**src/hdl/gma_pkg.sv**
```systemverilog
package gma_pkg;

    localparam int GRID_W    = 64;
    localparam int GRID_H    = 64;
    localparam int SPECIES_N = 4;
    localparam int CELLS     = GRID_W * GRID_H * SPECIES_N;
    localparam int AW        = $clog2(CELLS);
    localparam int XW        = $clog2(GRID_W);
    localparam int YW        = $clog2(GRID_H);
    localparam int SW        = (SPECIES_N > 1) ? $clog2(SPECIES_N) : 1;

    localparam logic [23:0] GRAVITY_RST = 24'd642908;
    localparam logic [16:0] UNIT_Q16    = 17'd65536;

    localparam int MUL_STEPS = 32;
    localparam int DIV_STEPS = 33;

    localparam logic [1:0] KIND_INJECT = 2'd0;
    localparam logic [1:0] KIND_UPDATE = 2'd1;
    localparam logic [1:0] KIND_READ   = 2'd2;

    localparam logic [1:0] OFF_NEG  = 2'd0;
    localparam logic [1:0] OFF_ZERO = 2'd1;
    localparam logic [1:0] OFF_POS  = 2'd2;

    typedef struct packed {
        logic        [1:0]  kind;
        logic        [5:0]  cell_x;
        logic        [5:0]  cell_y;
        logic        [1:0]  species;
        logic        [31:0] add_mass;
        logic signed [31:0] add_vel_x;
        logic signed [31:0] add_vel_y;
        logic        [15:0] delta_time;
    } t_in_item;

    typedef struct packed {
        logic        [31:0] out_mass;
        logic signed [31:0] out_vel_x;
        logic signed [31:0] out_vel_y;
    } t_out_item;

    typedef struct packed {
        logic [31:0] mass;
        logic [31:0] vel_x;
        logic [31:0] vel_y;
    } t_cell;

    localparam int CELL_BITS = $bits(t_cell);

    typedef enum logic [4:0] {
        ST_RST_CLR,
        ST_IDLE,
        ST_DECODE,
        ST_INJ_LD,
        ST_UPD_CLR,
        ST_SRC_RD,
        ST_SRC_CHK,
        ST_DISP,
        ST_WGT,
        ST_SHARE,
        ST_TGT_LD,
        ST_MUL_GO,
        ST_MUL_WAIT,
        ST_MRG_WR,
        ST_OFF_NEXT,
        ST_SRC_NEXT,
        ST_DONE
    } t_state;

    typedef struct packed {
        logic accept;
        logic clr_cur;
        logic clr_oth;
        logic src_latch;
        logic src_next;
        logic disp;
        logic off_first;
        logic off_next;
        logic wgt;
        logic share;
        logic load_inj;
        logic load_upd;
        logic mul_go;
        logic wr_cur;
        logic wr_oth;
        logic flip;
        logic load_out;
    } t_cmd;

    typedef struct packed {
        logic       clr_last;
        logic [1:0] kind;
        logic       inj_skip;
        logic       src_empty;
        logic       src_last;
        logic       share_zero;
        logic       off_last;
        logic       mul_busy;
        logic       out_free;
    } t_stat;

    function automatic logic [AW-1:0] cell_addr(input int x, input int y, input int s);
        return AW'((x * GRID_H + y) * SPECIES_N + s);
    endfunction

endpackage

```
**src/hdl/gma_ctrl.sv**
```systemverilog
module gma_ctrl (
    input  logic           i_clk,
    input  logic           i_rst_n,
    input  logic           i_in_valid,
    output logic           o_in_stall,
    input  gma_pkg::t_stat i_stat,
    output gma_pkg::t_cmd  o_cmd
);

    gma_pkg::t_state r_state;
    gma_pkg::t_state n_state;

    always_ff @(posedge i_clk) begin
        if (!i_rst_n) begin
            r_state <= gma_pkg::ST_RST_CLR;
        end else begin
            r_state <= n_state;
        end
    end

    always_comb begin
        n_state = r_state;
        case (r_state)
            gma_pkg::ST_RST_CLR: begin
                if (i_stat.clr_last) n_state = gma_pkg::ST_IDLE;
            end
            gma_pkg::ST_IDLE: begin
                if (i_in_valid) n_state = gma_pkg::ST_DECODE;
            end
            gma_pkg::ST_DECODE: begin
                case (i_stat.kind)
                    gma_pkg::KIND_INJECT: n_state = gma_pkg::ST_INJ_LD;
                    gma_pkg::KIND_UPDATE: n_state = gma_pkg::ST_UPD_CLR;
                    default:              n_state = gma_pkg::ST_DONE;
                endcase
            end
            gma_pkg::ST_INJ_LD: begin
                n_state = i_stat.inj_skip ? gma_pkg::ST_DONE : gma_pkg::ST_MUL_GO;
            end
            gma_pkg::ST_UPD_CLR: begin
                if (i_stat.clr_last) n_state = gma_pkg::ST_SRC_RD;
            end
            gma_pkg::ST_SRC_RD:  n_state = gma_pkg::ST_SRC_CHK;
            gma_pkg::ST_SRC_CHK: begin
                n_state = i_stat.src_empty ? gma_pkg::ST_SRC_NEXT : gma_pkg::ST_DISP;
            end
            gma_pkg::ST_DISP:  n_state = gma_pkg::ST_WGT;
            gma_pkg::ST_WGT:   n_state = gma_pkg::ST_SHARE;
            gma_pkg::ST_SHARE: n_state = gma_pkg::ST_TGT_LD;
            gma_pkg::ST_TGT_LD: begin
                n_state = i_stat.share_zero ? gma_pkg::ST_OFF_NEXT : gma_pkg::ST_MUL_GO;
            end
            gma_pkg::ST_MUL_GO: n_state = gma_pkg::ST_MUL_WAIT;
            gma_pkg::ST_MUL_WAIT: begin
                if (!i_stat.mul_busy) n_state = gma_pkg::ST_MRG_WR;
            end
            gma_pkg::ST_MRG_WR: begin
                n_state = (i_stat.kind == gma_pkg::KIND_UPDATE) ? gma_pkg::ST_OFF_NEXT
                                                                : gma_pkg::ST_DONE;
            end
            gma_pkg::ST_OFF_NEXT: begin
                n_state = i_stat.off_last ? gma_pkg::ST_SRC_NEXT : gma_pkg::ST_WGT;
            end
            gma_pkg::ST_SRC_NEXT: begin
                n_state = i_stat.src_last ? gma_pkg::ST_DONE : gma_pkg::ST_SRC_RD;
            end
            gma_pkg::ST_DONE: begin
                if (i_stat.out_free) n_state = gma_pkg::ST_IDLE;
            end
            default: n_state = gma_pkg::ST_IDLE;
        endcase
    end

    always_comb begin
        o_cmd      = '0;
        o_in_stall = 1'b1;
        case (r_state)
            gma_pkg::ST_RST_CLR: o_cmd.clr_cur = 1'b1;
            gma_pkg::ST_IDLE: begin
                o_in_stall   = 1'b0;
                o_cmd.accept = i_in_valid;
            end
            gma_pkg::ST_INJ_LD:  o_cmd.load_inj  = !i_stat.inj_skip;
            gma_pkg::ST_UPD_CLR: o_cmd.clr_oth   = 1'b1;
            gma_pkg::ST_SRC_CHK: o_cmd.src_latch = !i_stat.src_empty;
            gma_pkg::ST_DISP: begin
                o_cmd.disp      = 1'b1;
                o_cmd.off_first = 1'b1;
            end
            gma_pkg::ST_WGT:    o_cmd.wgt      = 1'b1;
            gma_pkg::ST_SHARE:  o_cmd.share    = 1'b1;
            gma_pkg::ST_TGT_LD: o_cmd.load_upd = !i_stat.share_zero;
            gma_pkg::ST_MUL_GO: o_cmd.mul_go   = 1'b1;
            gma_pkg::ST_MRG_WR: begin
                if (i_stat.kind == gma_pkg::KIND_UPDATE) begin
                    o_cmd.wr_oth = 1'b1;
                end else begin
                    o_cmd.wr_cur = 1'b1;
                end
            end
            gma_pkg::ST_OFF_NEXT: o_cmd.off_next = !i_stat.off_last;
            gma_pkg::ST_SRC_NEXT: begin
                o_cmd.src_next = !i_stat.src_last;
                o_cmd.flip     = i_stat.src_last;
            end
            gma_pkg::ST_DONE: o_cmd.load_out = i_stat.out_free;
            default: o_cmd = '0;
        endcase
    end

endmodule

```
**config.mk**
```make
export PLATFORM = sky130hd
export DESIGN_NAME = gma_ctrl
export DESIGN_NICKNAME = d
export VERILOG_FILES = /design/src/hdl/gma_pkg.sv /design/src/hdl/gma_ctrl.sv
export SDC_FILE = /design/constraint.sdc
export NUM_CORES = 1
export LEC_CHECK = 0
export BUFFER_PORTS_ARGS = -buffer_cell sky130_fd_sc_hd__buf_2
export CAP_MARGIN = 20
export CORE_MARGIN = 2
export CORE_UTILIZATION = 35
export DETAILED_ROUTE_END_ITERATION = 8
export HOLD_SLACK_MARGIN = 0.15
export PLACE_DENSITY = 0.62
export SLEW_MARGIN = 30
export SYNTH_ARGS = -nofsm -noshare
export SYNTH_HDL_FRONTEND = slang
export SYNTH_SLANG_ARGS = --single-unit
```
**constraint.sdc**
```tcl
create_clock -name i_clk -period 1.3 [get_ports i_clk]
set_input_delay 0.13 -clock i_clk [delete_from_list [all_inputs] [get_ports i_clk]]
set_output_delay 0.13 -clock i_clk [all_outputs]
set_load 0.1 [all_outputs]
```
==> out/summary.txt, run 1 <==
Outcome: did not finish
Fail Step: clock tree synthesis
Error message: [ERROR DPL-0033] detailed placement checks failed during check placement.
Ys Warns: 0
Io pins: 31
Cts hold-fix bufs: 1
Clock Tree Root: clkbuf_4
Final GP Congestion: 0.943
Avg Cell Area, Syn: 7.42 sq um
Dpl cell area: 1440 sq um
Primary FF master, synth: dfxtp_1
Initial Util: 38.3%
Sequential-to-total area share from yosys stat: 14.8%
Post-Synthesis Cells: 91
Post_cts resized: 32
Die Width: 47.9 um
Post-synth cell types: 41
Post-synth EDFFs: 0
#FFs+latches synth: 5
Ranking of synthesized cells by area: dfxtp_1 (15%), nor3_1 (7.4%), nand2_1 (5.6%), nor3b_1 (4.4%), buf_2 (3.7%)
FFs w/ async S/R, synth: 0%
Rows: 15
Max Root-Sink Buffers: 2
Post-synthesis cell area: 676 sq um
Pre-CTS WS: -0.248 ns
DPL Wire Length: 2.06 mm
Sink Count: 5
Num CTS Buffers: 3
IO Port Bufs: 30
Synth Net Count: 104
Area leader, netlist: dfxtp_1
Post-CTS setup repair buffer count: 15
Overall die height: 47.9 um
H-tree Lvls: 1
Top-area cell type share of the netlist area: 14.8%
==> cell families after synthesis <==
group | share of synthesized area (%)
flops | 14.8
mux | 1.48
simple gates | 52.0
compound gates | 22.4
buf+inv | 9.26
==> synth_stat cells, types with 2 or more instances <==
cell     count
nand3_1      3
inv_1        3
a31oi_1      2
nor2_1       6
nor2b_1      4
nor3b_1      4
and3_1       2
buf_2        5
nor3_1      10
and4b_1      2
o21ai_0      5
nor4_2       2
dfxtp_1      5
nand2_1     10
buf_4        2
==> through the flow <==
stage	std cells	TNS, ns	util (%)	hold slack, ns
global placement	159	-1.72	81.3	0.418
floorplan	91	-8.66	-	0.258
detailed placement	159	-2.32	81.3	0.424
==> run 2, diff against run 1 <==
--- a/config.mk
+++ b/config.mk
@@ -7,11 +7,10 @@
 export LEC_CHECK = 0
 export BUFFER_PORTS_ARGS = -buffer_cell sky130_fd_sc_hd__buf_2
 export CAP_MARGIN = 20
-export CORE_MARGIN = 2
-export CORE_UTILIZATION = 35
+export CORE_AREA = 2 2 63 65
 export DETAILED_ROUTE_END_ITERATION = 8
-export HOLD_SLACK_MARGIN = 0.15
-export PLACE_DENSITY = 0.62
+export DIE_AREA = 0 0 65 67
+export PLACE_DENSITY_LB_ADDON = 0.15
 export SLEW_MARGIN = 30
 export SYNTH_ARGS = -nofsm -noshare
 export SYNTH_HDL_FRONTEND = slang
==> constraint.sdc (replaced) <==
create_clock -name i_clk -period 1.7 [get_ports i_clk]
set_input_delay 0.17 -clock i_clk [delete_from_list [all_inputs] [get_ports i_clk]]
set_output_delay 0.17 -clock i_clk [all_outputs]
set_load 0.1 [all_outputs]
==> run 2 against run 1 <==
Against the previous run: area after synthesis unchanged; synthesized cell count unchanged; the flow now finishes without violations.
==> out/summary.txt, run 2 <==
Flop2flop setup slack: 0.15 ns
Crit-path max cell delay: 0.46 ns
Fin cells: 177
Post-Synthesis Cells: 91 (unchanged)
DPL Wire Length: 1.92 mm (-6.7%)
Reg-to-reg endpoint: r_state[1]
Placed cell count: 170 (+6.9%)
Crit-path slowest cell: or3b_4
Max frequency: 0.597 GHz
Final hold vios: 0
Depth of the most critical reg-to-reg path: 5
Max Root-Sink Buffers: 2 (unchanged)
Layout cells sized above 1: 62.8%
Required @ worst endpoint: 1.53 ns
Pwr per Cell Area: 386 nW/um^2
Hold Path Sink: r_state[4]
Outcome: completed
Drt first pass iters: 4
Regs by FF count: r_state: 5 flops
Most frequent cells in the layout: buf_12 (18), buf_2 (12), buf_4 (12)
WS Path Type: reg -> out
Number of diodes: 0
Setup violations, final: 0
CP bufs+invs: 1
Pre-CTS WS: 0.142 ns (+0.390 ns)
CTS tree: built
Gr usage total: 11.4%
Clk_lat worst skew: 0.22 ns
H-tree Lvls: 1 (unchanged)
Hold crit path type: in -> reg
Die Width: 65 um (+36%)
Overflow after GRT: 0
Min cycle time layout: 1.68 ns
Layout net count: 143
Avg Cell Area, Syn: 7.42 sq um (unchanged)
Vias per cell: 4.74
Io pins: 31 (unchanged)
Ys Warns: 0 (unchanged)
Post-synth EDFFs: 0 (unchanged)
Sink Count: 5 (unchanged)
Vias: 839
Via count of the first global-routing pass: 788
Final Max Tran Viols: 0
Setup WS post-layout: 0.0246 ns
DRC violation count after routing: 0
Final GP Congestion: 0.763 (-19%)
Peak supply drop: 0.160 mV
Critical Path AT: 1.51 ns
Die ar.: 4360 sq um
Drt total wl: 2.38 mm
Biggest register: r_state
Worst Max-Slew Pin Slew: 0.329 ns
Initial antenna violation count: 0
Clock Skew: 0.00358 ns
RSZ-0062 raised after global routing: yes
Levels on crit path: 3
First-pass GRT wire length: 3.78 mm
Area Growth Syn to Fin: 111%
Post-synth cell types: 41 (unchanged)
Clock Tree Root: clkbuf_8
IO Port Bufs: 30 (unchanged)
Hold path startpoint: i_rst_n
Commonest non-fill, non-tap cell in the layout: buf_12
Dpl cell area: 1330 sq um (-7.5%)
CP max FO: 6
Critical path's top delay family: simple AND/OR/NAND/NOR gates
Cts hold-fix bufs: 0 (-1)
Top-area cell type share of the netlist area: 14.8% (unchanged)
Slew headroom: 77.9%
Area leader, netlist: dfxtp_1
Cell area after layout: 1430 sq um
Initial Util: 18.7% (-20 points)
DR iter-0 viols: 21
Power Total: 0.552 mW
ANT nets after route: 0
Num CTS Buffers: 3 (unchanged)
Core area: 3610 sq um
Crit end category: output port
Primary FF master, synth: dfxtp_1
Area of the multi-input gates: 688 sq um
Area taken by flip-flops and latches: 114 sq um
Crit start category: flip-flop
#FFs+latches synth: 5 (unchanged)
MaxCap Viol Count: 0
FFs w/ async S/R, synth: 0% (unchanged)
Filler cells: 356
Fin crit share: 98.6%
Synth Net Count: 104 (unchanged)
Overall die height: 67 um (+40%)
CP cell instances: or3b_4 > nor3_4 > buf_12
Leakage power: 0.566 nW
Post-synthesis cell area: 676 sq um (unchanged)
WL/cell: 13.4 um
Ranking of synthesized cells by area: dfxtp_1 (15%), nor3_1 (7.4%), nand2_1 (5.6%), nor3b_1 (4.4%), buf_2 (3.7%)
Sequential-to-total area share from yosys stat: 14.8% (unchanged)
Rows: 22 (+7)
Largest net degree at the start of global routing: 14
WHS Path Cells: 2
R2R Path Start: r_state[0]
Most common library cells after synthesis: nand2_1 (10), nor3_1 (10), nor2_1 (6)
Worst-path clk slew: 0.03 ns
Number of flip-flops in the largest register: 5
==> run 2: cell counts after synthesis <==
No cell type changed its count.
==> run 2: worst max-delay path by stage <==
stage	from	endpoint	slack [ns]
floorplan	r_state[0]	r_state[1]	-0.43
global route	r_state[3]	o_cmd[9]	-0.02
global placement	r_state[1]	r_state[2]	0.14
detailed placement	r_state[0]	r_state[1]	0.14
finish	r_state[3]	o_cmd[9]	0.02
CTS	r_state[0]	o_cmd[9]	0.02
==> run 2: where the power goes <==
part           switching, mW  total (mW)  internal [mW]
Sequential           0.00791       0.127          0.119
Clock                 0.0599       0.221          0.161
Combinational          0.123       0.205         0.0820
Total                  0.190       0.552          0.362
==> run 2: cells by family (layout without fill, tap and decap cells) <==
| family | after synthesis | count (layout) | share of synthesized area (%) |
|---|---|---|---|
| flip-flops | 5 | 5 | 14.8 |
| multiplexers | 1 | 1 | 1.48 |
| AO/OA/AOI/OAI | 20 | 20 | 22.4 |
| AND/OR/NAND/NOR | 54 | 54 | 52.0 |
| buffers and inverters | 11 | 49 | 9.26 |
==> run 2: per-stage QoR <==
stage,util [%],setup TNS [ns],hold WS (ns)
after floorplan,-,-2.43,0.298
after global placement,36.8,0,0.467
after global routing,39.6,-0.0221,0.244
after detailed placement,36.8,0,0.458
after CTS,38.7,0,0.229
final,39.6,0,0.233
==> run 2: final cells by class <==
cell class                      count  share of cell area (%)
Inverter                            3                   0.788
Multi-Input combinational cell     75                    48.2
Timing Repair Buffer               42                    35.7
Clock buffer                        4                    3.15
Sequential cell                     5                    7.97
Tap cell                           48                    4.20
==> run 2: per-layer routing <==
| layer | share of wire, % | global-route usage (%) | up-vias |
|---|---|---|---|
| li1 | - | - | 422 |
| met1 | 41 | 14.1 | 398 |
| met2 | 54 | 19.5 | 19 |
| met3 | 5.3 | 3.89 | 0 |
| met4 | 0 | 1.60 | 0 |
| met5 | 0 | 0 | - |
==> run 2: what timing repair did <==
item                                    4_1_cts  5_1_grt
endpoints found under the setup margin        9        4
pin swaps                                     3        2
setup buffers                                 1        2
gates resized for setup                       4        6
endpoints found under the hold margin         0        0
Note: power is estimated with default switching activity, not from simulation.
